## config.mk

```make
export PLATFORM = sky130hd
export DESIGN_NAME = pixel_framebuffer_page_refresh_top
export DESIGN_NICKNAME = d
export VERILOG_FILES = /design/src/sv/pfr_pkg.sv /design/src/sv/pfr_front.sv /design/src/sv/pfr_queue.sv /design/src/sv/pfr_back.sv /design/src/sv/pixel_framebuffer_page_refresh_top.sv
export SDC_FILE = /design/constraint.sdc
export NUM_CORES = 2
export LEC_CHECK = 0
export BUFFER_PORTS_ARGS = -buffer_cell sky130_fd_sc_hd__buf_2
export CORE_UTILIZATION = 35
export DETAILED_ROUTE_END_ITERATION = 12
export GPL_TIMING_DRIVEN = 0
export HOLD_SLACK_MARGIN = 0.1
export PLACE_DENSITY_LB_ADDON = 0.05
export SYNTH_ARGS = -nofsm -noshare
export SYNTH_HDL_FRONTEND = slang
export SYNTH_SLANG_ARGS = --single-unit
export TNS_END_PERCENT = 1
```

## constraint.sdc

```tcl
create_clock -name clk -period 6.7 [get_ports clk]
set_clock_uncertainty 0.2 [all_clocks]
set_input_delay 0 -clock clk [delete_from_list [all_inputs] [get_ports clk]]
set_output_delay 0 -clock clk [all_outputs]
set_load 0.005 [all_outputs]
```

## src/sv/pfr_pkg.sv

```systemverilog
// Shared types, codes and constants for the pixel framebuffer page refresh block.
package pfr_pkg;

	localparam logic [2:0] MODE_SET    = 3'd0;
	localparam logic [2:0] MODE_CLR    = 3'd1;
	localparam logic [2:0] MODE_READ   = 3'd2;
	localparam logic [2:0] MODE_WIPE   = 3'd3;
	localparam logic [2:0] MODE_STREAM = 3'd4;

	localparam logic [2:0] OP_SET       = 3'd0;
	localparam logic [2:0] OP_CLR       = 3'd1;
	localparam logic [2:0] OP_READ      = 3'd2;
	localparam logic [2:0] OP_READ_ZERO = 3'd3;
	localparam logic [2:0] OP_WIPE      = 3'd4;
	localparam logic [2:0] OP_STREAM    = 3'd5;

	localparam int unsigned HEADER_BYTES  = 7;
	localparam int unsigned HDR_CMD_CTRL  = 0;
	localparam int unsigned HDR_PAGE      = 1;
	localparam int unsigned HDR_COL_LO    = 2;
	localparam int unsigned HDR_COL_HI    = 3;
	localparam int unsigned HDR_DATA_CTRL = 4;
	localparam int unsigned BITMAP_PAGES  = 8;

	localparam logic [7:0] CMD_CTRL_BYTE  = 8'h00;
	localparam logic [7:0] PAGE_CMD_BYTE  = 8'hb0;
	localparam logic [7:0] COL_LO_BYTE    = 8'h00;
	localparam logic [7:0] COL_HI_BYTE    = 8'h10;
	localparam logic [7:0] DATA_CTRL_BYTE = 8'h40;

	localparam logic [6:0] DEV_ADDR_RESET = 7'd60;

	typedef struct packed {
		logic [2:0] mode;
		logic [5:0] column;
		logic [4:0] row;
	} req_t;

	typedef struct packed {
		logic       result_kind;
		logic       pixel_value;
		logic [7:0] out_byte;
		logic       frame_first;
		logic       frame_last;
		logic       refresh_last;
		logic [6:0] target_address;
	} rsp_t;

	typedef struct packed {
		logic [2:0] op;
		logic [5:0] column;
		logic [4:0] row;
	} cmd_t;

	function automatic logic [7:0] dbl_nibble(input logic [3:0] n);
		logic [7:0] r;
		r = '0;
		for (int i = 0; i < 4; i++) begin
			r[2*i]   = n[i];
			r[2*i+1] = n[i];
		end
		return r;
	endfunction

endpackage

```

## src/sv/pfr_front.sv

```systemverilog
// Front end: accepts items, drops no-op items, classifies the rest into commands.
module pfr_front import pfr_pkg::*; #(
	parameter int SOURCE_COLUMNS = 64
) (
	input  logic req_valid,
	output logic req_ready,
	input  req_t req,
	input  logic q_full,
	output logic q_push,
	output cmd_t q_cmd
);

	localparam logic [9:0] SRC_LIM = 10'(SOURCE_COLUMNS);

	logic col_ok;
	logic keep;

	always_comb begin
		col_ok = 10'(req.column) < SRC_LIM;
		keep = 1'b1;
		q_cmd.column = req.column;
		q_cmd.row = req.row;
		q_cmd.op = OP_STREAM;
		case (req.mode)
			MODE_SET: begin
				q_cmd.op = OP_SET;
				keep = col_ok;
			end
			MODE_CLR: begin
				q_cmd.op = OP_CLR;
				keep = col_ok;
			end
			MODE_READ: begin
				q_cmd.op = col_ok ? OP_READ : OP_READ_ZERO;
			end
			MODE_WIPE: begin
				q_cmd.op = OP_WIPE;
			end
			MODE_STREAM: begin
				q_cmd.op = OP_STREAM;
			end
			default: begin
				keep = 1'b0;
			end
		endcase
	end

	assign req_ready = !q_full;
	assign q_push = req_valid && !q_full && keep;

endmodule

```

## src/sv/pfr_queue.sv

```systemverilog
// Two-entry command queue between the front and back ends.
module pfr_queue import pfr_pkg::*; (
	input  logic clk,
	input  logic arst_n,
	input  logic push,
	input  cmd_t push_cmd,
	output logic full,
	input  logic pop,
	output cmd_t head,
	output logic empty
);

	cmd_t       entries_q [2];
	logic       wr_ptr_q;
	logic       rd_ptr_q;
	logic [1:0] cnt_q;

	always_ff @(posedge clk or negedge arst_n) begin
		if (!arst_n) begin
			wr_ptr_q <= 1'b0;
			rd_ptr_q <= 1'b0;
			cnt_q <= 2'd0;
		end else begin
			if (push)
				wr_ptr_q <= !wr_ptr_q;
			if (pop)
				rd_ptr_q <= !rd_ptr_q;
			if (push && !pop)
				cnt_q <= cnt_q + 2'd1;
			else if (pop && !push)
				cnt_q <= cnt_q - 2'd1;
		end
	end

	always_ff @(posedge clk) begin
		if (push)
			entries_q[wr_ptr_q] <= push_cmd;
	end

	assign full = cnt_q == 2'd2;
	assign empty = cnt_q == 2'd0;
	assign head = entries_q[rd_ptr_q];

endmodule

```

## src/sv/pfr_back.sv

```systemverilog
// Back end: bitmap memory, refresh stream counters and result register.
module pfr_back import pfr_pkg::*; #(
	parameter int SOURCE_COLUMNS = 64,
	parameter int PAGE_COUNT = 8,
	parameter int PANEL_COLUMNS = 128
) (
	input  logic       clk,
	input  logic       arst_n,
	input  logic       q_empty,
	input  cmd_t       q_head,
	output logic       q_pop,
	input  logic [6:0] dev_addr,
	output logic       rsp_valid,
	input  logic       rsp_ready,
	output rsp_t       rsp
);

	localparam int SRC_W = $clog2(SOURCE_COLUMNS);
	localparam int PAGE_W = (PAGE_COUNT > 1) ? $clog2(PAGE_COUNT) : 1;
	localparam int LAST_POS = HEADER_BYTES + PANEL_COLUMNS - 1;
	localparam int POS_W = $clog2(LAST_POS + 1);

	logic [31:0]         mem_q [SOURCE_COLUMNS];
	logic [SOURCE_COLUMNS-1:0] vld_q;
	logic [POS_W-1:0]    pos_q;
	logic [PAGE_W-1:0]   page_q;
	logic                s1_vld_q;
	logic [2:0]          op_s1;
	logic [SRC_W-1:0]    addr_s1;
	logic [4:0]          row_s1;
	logic [31:0]         rdata_s1;
	logic                rvld_s1;
	logic                rsp_valid_q;
	rsp_t                rsp_q;

	logic [9:0]       pos_x;
	logic [9:0]       col_idx;
	logic [9:0]       src_x;
	logic [9:0]       colx;
	logic             in_map;
	logic [SRC_W-1:0] rd_addr;
	logic [31:0]      word;
	logic [5:0]       sh;
	logic [3:0]       nib;
	logic [7:0]       sbyte;
	logic             first;
	logic             flast;
	logic             rlast;
	logic             emits;
	logic             done_b;
	logic             wr_en;
	logic [31:0]      wdata;
	rsp_t             rsp_c;

	always_comb begin
		pos_x = 10'(pos_q);
		col_idx = pos_x - 10'(HEADER_BYTES);
		src_x = {1'b0, col_idx[9:1]};
		in_map = (pos_x >= 10'(HEADER_BYTES)) && (src_x < 10'(SOURCE_COLUMNS))
			&& (5'(page_q) < 5'(BITMAP_PAGES));
		colx = 10'(q_head.column);
		rd_addr = (q_head.op == OP_STREAM) ? src_x[SRC_W-1:0] : colx[SRC_W-1:0];
		q_pop = !q_empty && !s1_vld_q;
	end

	always_comb begin
		word = rvld_s1 ? rdata_s1 : '0;
		sh = 6'(page_q) << 2;
		nib = 4'(word >> sh);
		if (pos_x == 10'(HDR_CMD_CTRL))
			sbyte = CMD_CTRL_BYTE;
		else if (pos_x == 10'(HDR_PAGE))
			sbyte = PAGE_CMD_BYTE | 8'(page_q);
		else if (pos_x == 10'(HDR_COL_LO))
			sbyte = COL_LO_BYTE;
		else if (pos_x == 10'(HDR_COL_HI))
			sbyte = COL_HI_BYTE;
		else if (pos_x == 10'(HDR_DATA_CTRL))
			sbyte = DATA_CTRL_BYTE;
		else if (in_map)
			sbyte = dbl_nibble(nib);
		else
			sbyte = 8'h00;
		first = (pos_x == 10'(HDR_CMD_CTRL)) || (pos_x == 10'(HDR_DATA_CTRL));
		flast = (pos_x == 10'(HDR_COL_HI)) || (pos_q == POS_W'(LAST_POS));
		rlast = (pos_q == POS_W'(LAST_POS)) && (page_q == PAGE_W'(PAGE_COUNT - 1));

		rsp_c = '0;
		if (op_s1 == OP_STREAM) begin
			rsp_c.result_kind = 1'b1;
			rsp_c.out_byte = sbyte;
			rsp_c.frame_first = first;
			rsp_c.frame_last = flast;
			rsp_c.refresh_last = rlast;
			rsp_c.target_address = first ? dev_addr : 7'd0;
		end else begin
			rsp_c.pixel_value = (op_s1 == OP_READ) ? word[row_s1] : 1'b0;
		end

		emits = (op_s1 == OP_READ) || (op_s1 == OP_READ_ZERO) || (op_s1 == OP_STREAM);
		done_b = s1_vld_q && (!emits || !rsp_valid_q || rsp_ready);
		wr_en = done_b && ((op_s1 == OP_SET) || (op_s1 == OP_CLR));
		if (op_s1 == OP_SET)
			wdata = word | (32'd1 << row_s1);
		else
			wdata = word & ~(32'd1 << row_s1);
	end

	always_ff @(posedge clk) begin
		if (q_pop) begin
			rdata_s1 <= mem_q[rd_addr];
			op_s1 <= q_head.op;
			addr_s1 <= colx[SRC_W-1:0];
			row_s1 <= q_head.row;
		end
		if (wr_en)
			mem_q[addr_s1] <= wdata;
		if (done_b && emits)
			rsp_q <= rsp_c;
	end

	always_ff @(posedge clk or negedge arst_n) begin
		if (!arst_n) begin
			vld_q <= '0;
			rvld_s1 <= 1'b0;
			s1_vld_q <= 1'b0;
			pos_q <= '0;
			page_q <= '0;
			rsp_valid_q <= 1'b0;
		end else begin
			if (q_pop) begin
				rvld_s1 <= vld_q[rd_addr];
				s1_vld_q <= 1'b1;
			end else if (done_b) begin
				s1_vld_q <= 1'b0;
			end
			if (wr_en)
				vld_q[addr_s1] <= 1'b1;
			else if (done_b && op_s1 == OP_WIPE)
				vld_q <= '0;
			if (done_b && op_s1 == OP_STREAM) begin
				if (pos_q == POS_W'(LAST_POS)) begin
					pos_q <= '0;
					page_q <= (page_q == PAGE_W'(PAGE_COUNT - 1)) ? '0
						: page_q + PAGE_W'(1);
				end else begin
					pos_q <= pos_q + POS_W'(1);
				end
			end
			if (done_b && emits)
				rsp_valid_q <= 1'b1;
			else if (rsp_ready)
				rsp_valid_q <= 1'b0;
		end
	end

	assign rsp_valid = rsp_valid_q;
	assign rsp = rsp_q;

endmodule

```

## src/sv/pixel_framebuffer_page_refresh_top.sv

```systemverilog
// Top level of the pixel framebuffer with page-mode refresh stream.
// Items enter a two-entry command queue as long as it has room; the back end
// then handles each command in two steps, one to read the bitmap word and one
// to write it back or load the result register, and pops the next command
// only once the last one has finished its second step. Items that do nothing
// (unused modes, out-of-range set or clear) are accepted while the queue has
// room and never reach the queue. Clearing the bitmap drops every per-column
// valid flag at once; there is no clearing pass after reset.
// A result waits in an output register, and the back end keeps working until
// it needs that register again.
module pixel_framebuffer_page_refresh_top import pfr_pkg::*; #(
	parameter int SOURCE_COLUMNS = 64,
	parameter int PAGE_COUNT = 8,
	parameter int PANEL_COLUMNS = 128
) (
	input  logic       clk,
	input  logic       arst_n,
	input  logic       req_valid,
	output logic       req_ready,
	input  req_t       req,
	output logic       rsp_valid,
	input  logic       rsp_ready,
	output rsp_t       rsp,
	input  logic       cfg_we,
	input  logic [6:0] cfg_wdata
);

	logic [6:0] dev_addr_q;
	logic       q_full;
	logic       q_push;
	cmd_t       q_cmd;
	logic       q_pop;
	cmd_t       q_head;
	logic       q_empty;

	always_ff @(posedge clk or negedge arst_n) begin
		if (!arst_n)
			dev_addr_q <= DEV_ADDR_RESET;
		else if (cfg_we)
			dev_addr_q <= cfg_wdata;
	end

	pfr_front #(
		.SOURCE_COLUMNS(SOURCE_COLUMNS)
	) u_front (
		.req_valid(req_valid),
		.req_ready(req_ready),
		.req(req),
		.q_full(q_full),
		.q_push(q_push),
		.q_cmd(q_cmd)
	);

	pfr_queue u_queue (
		.clk(clk),
		.arst_n(arst_n),
		.push(q_push),
		.push_cmd(q_cmd),
		.full(q_full),
		.pop(q_pop),
		.head(q_head),
		.empty(q_empty)
	);

	pfr_back #(
		.SOURCE_COLUMNS(SOURCE_COLUMNS),
		.PAGE_COUNT(PAGE_COUNT),
		.PANEL_COLUMNS(PANEL_COLUMNS)
	) u_back (
		.clk(clk),
		.arst_n(arst_n),
		.q_empty(q_empty),
		.q_head(q_head),
		.q_pop(q_pop),
		.dev_addr(dev_addr_q),
		.rsp_valid(rsp_valid),
		.rsp_ready(rsp_ready),
		.rsp(rsp)
	);

endmodule

```

==> results.json <==
{
  "run_status": "finished, violations left",
  "violations": "capacitance limit",
  "final_area_um2": 105000,
  "wl_um": 287000,
  "wl_per_cell_um": 30.2,
  "grt_pass1_wl_um": 402000,
  "routed_via_density": 5.37,
  "place_congestion": 0.986,
  "clk_pin_slew_ps": 60,
  "arrival_ps": 6340,
  "syn_area_um2": 88000,
  "grt_usage": 0.227,
  "clock-sinks": 2231,
  "synth_cell_type_count": 75,
  "first_pass_iters": 5,
  "synth-seq-cells": 2231,
  "crit_path_end_kind": "flop",
  "grt-ovfl-total": 0,
  "max_stage_delay_ps": 1010,
  "syn_avg_cell_area_um2": 16.3,
  "cts_tree": "yes",
  "hold_class": "input port to flop",
  "antenna_found_initial": 12,
  "timing.final.crit_period_ps": 5940,
  "chipHeight_um": 504,
  "required_ps": 7110,
  "layout.cells.non_filler": 9477,
  "slew_violations": 0,
  "tightest_slew_ps": 1480,
  "cts_resized": 0,
  "max_slew_margin": 0.00971,
  "async_reset_ff_frac": 0.0399,
  "post_cts_buffers": 0,
  "root_buffer": "clkbuf_16",
  "drive_above_1_share": 0.183,
  "die_area_um2": 254000,
  "port_buffers": 46,
  "initial_core_util": 0.353,
  "synth_edf_count": 2142,
  "core_area_um2": 249000,
  "syn_nets": 5441,
  "setup_violations": 0,
  "synth.yosys.seq_area_share": 0.756,
  "grt_pass1_vias": 50794,
  "synthCells": 5408,
  "slowest_stage": "a21oi_2",
  "holdWs_ps": 203,
  "fin_crit_sh": 0.886,
  "ant_nets": 0,
  "p_total_w": 0.0489,
  "synth_top_flop_cell": "edfxtp_1",
  "critPathLaunchType": "flop",
  "max_cap_violations": 4,
  "rrSetupSlack_ps": 760,
  "crit_type": "flop to flop",
  "cellPowerDensity_nw_per_um2": 467,
  "dp_hpwl_um": 205000,
  "synthToLayoutAreaGrowth_pct": 19.1,
  "rows": 183,
  "die_w_um": 504,
  "path_cells": "buf_6, buf_2, mux2i_1, inv_1, a21oi_2, clkbuf_1, nand2_1, a32oi_1, o2111ai_1, nor4_1",
  "final_cell_mix": "2142 x edfxtp_1, 1147 x nand2_1, 296 x and3_1",
  "cts_buffer_depth": 3,
  "drtIter0Drc": 5526,
  "ir_drop_uv": 357,
  "nets": 5972,
  "rsz0062_at_grt": "false",
  "htree_levels": 4,
  "final_common_cell": "edfxtp_1",
  "num_io_pins": 48,
  "dr_total_vias": 50893,
  "drc": 0,
  "fmax_mhz": 168,
  "numCtsBuffers": 240,
  "cp_max_fo": 10,
  "grt_max_degree": 58,
  "place_inst": 8965,
  "final_hold_viol_count": 0,
  "leakage_nw": 35.1,
  "clk_latency_ps": 880,
  "place_area_um2": 96900,
  "yosys_warnings": 0
}
layer usage:
layer  vias up  wire, um  global-route usage
met5         -         0                   0
met4         0     10400              0.0799
met3       372     15400              0.0309
met2      1558    126000               0.338
met1     26719    135000               0.338
li1      22244         -                   -
area by class of cell:
cell class | count | area, um2
antenna | 13 | 32.5
buffer | 356 | 1650
clock buffer | 311 | 6340
clock inverter | 126 | 955
fill | 22347 | 145000
inverter | 11 | 41.3
multi-input combinational | 2810 | 20600
sequential | 2231 | 66600
tap | 3330 | 4170
timing repair buffer | 289 | 4430
stage by stage:
stage	TNS [ps]	setup WS, ps	util
CTS	0	816	0.420
global placement	-9866000	-9450	0.371
finish	0	763	0.420
global route	0	643	0.420
detailed placement	0	842	0.388
floorplan	0	625	-
final timing paths:
kind / start / to / depth (start not counted)
setup / recovery: u_queue.rd_ptr_q / u_back.rdata_s1[19] / 10
hold / removal: req[2] / u_queue.entries_q[1][2] / 3
setup reg to reg: u_queue.rd_ptr_q / u_back.rdata_s1[19] / 10
hold reg to reg: u_back.vld_q[32] / u_back.vld_q[32] / 1
max in group asynchronous: arst_n / u_back.vld_q[34] / 6
min in group asynchronous: arst_n / dev_addr_q[6] / 5
state kept, by name (all words and copies together) (netlist names), 3 cells and up:
| register | cells |
|---|---|
| u_back.vld_q | 64 |
| u_back.rsp | 20 |
| u_back.mem_q | 2048 |
| u_back.page_q | 3 |
| u_back.rdata_s1 | 32 |
| u_back.addr_s1 | 6 |
| u_queue.entries_q | 28 |
| dev_addr_q | 7 |
| u_back.row_s1 | 5 |
| u_back.op_s1 | 3 |
| u_back.pos_q | 8 |
Yosys cell counts, drive strengths merged (4+ instances only):
master | number | area (um2)
a211oi | 64 | 480
a21o | 10 | 75.1
a21oi | 44 | 224
a31oi | 226 | 1410
a32oi | 35 | 307
and2 | 9 | 56.3
and3 | 296 | 1850
buf | 185 | 976
clkbuf | 171 | 669
dfrtp | 85 | 2130
dfstp | 4 | 105
edfxtp | 2142 | 64300
ha | 7 | 87.6
inv | 11 | 41.3
mux2 | 24 | 274
mux2i | 51 | 518
mux4 | 278 | 6260
nand2 | 1149 | 4320
nand2b | 7 | 43.8
nand3 | 106 | 536
nand3b | 7 | 52.6
nand4 | 9 | 56.3
nor2 | 90 | 340
nor2b | 8 | 50.1
nor3 | 8 | 40.0
nor4 | 33 | 206
o2111ai | 32 | 280
o211ai | 12 | 90.1
o21a | 64 | 480
o21ai | 62 | 322
o22ai | 64 | 400
o311ai | 4 | 35.0
o31ai | 15 | 113
o32a | 32 | 320
o41ai | 7 | 61.3
or3 | 7 | 48.8
xnor2 | 6 | 52.6
xor2 | 6 | 52.6
timing repair:
action                                  CTS  global route
hold buffers                             62             0
endpoints found under the setup margin    0             0
endpoints found under the hold margin   188             0
logic make-up (layout without fill, tap and decap cells):
family,count (synthesis),in the layout,share of synthesized area
other,0,13,0
buffers and inverters,367,1093,0.0192
AND/OR/NAND/NOR,1747,1747,0.0881
flip-flops,2231,2231,0.756
AO/OA/AOI/OAI,691,691,0.0544
XOR/XNOR,12,12,0.00119
multiplexers,353,353,0.0801
adder cells (fa/ha/maj),7,7,0.000995
critical path, delay by kind of cell, from the launching register on:
kind | cells | cell delay, ps
AO/OA/AOI/OAI | 3 | 2510
buffers and inverters | 4 | 1280
flip-flops | 1 | 340
multiplexers | 1 | 530
AND/OR/NAND/NOR | 2 | 750
power breakdown:
part | total [W] | switching [W] | internal [W]
logic | 0.0182 | 0.0125 | 0.00562
registers | 0.0182 | 0.000379 | 0.0178
clock network | 0.0126 | 0.00549 | 0.00707
No activity file was read; power rests on OpenSTA's default activity.
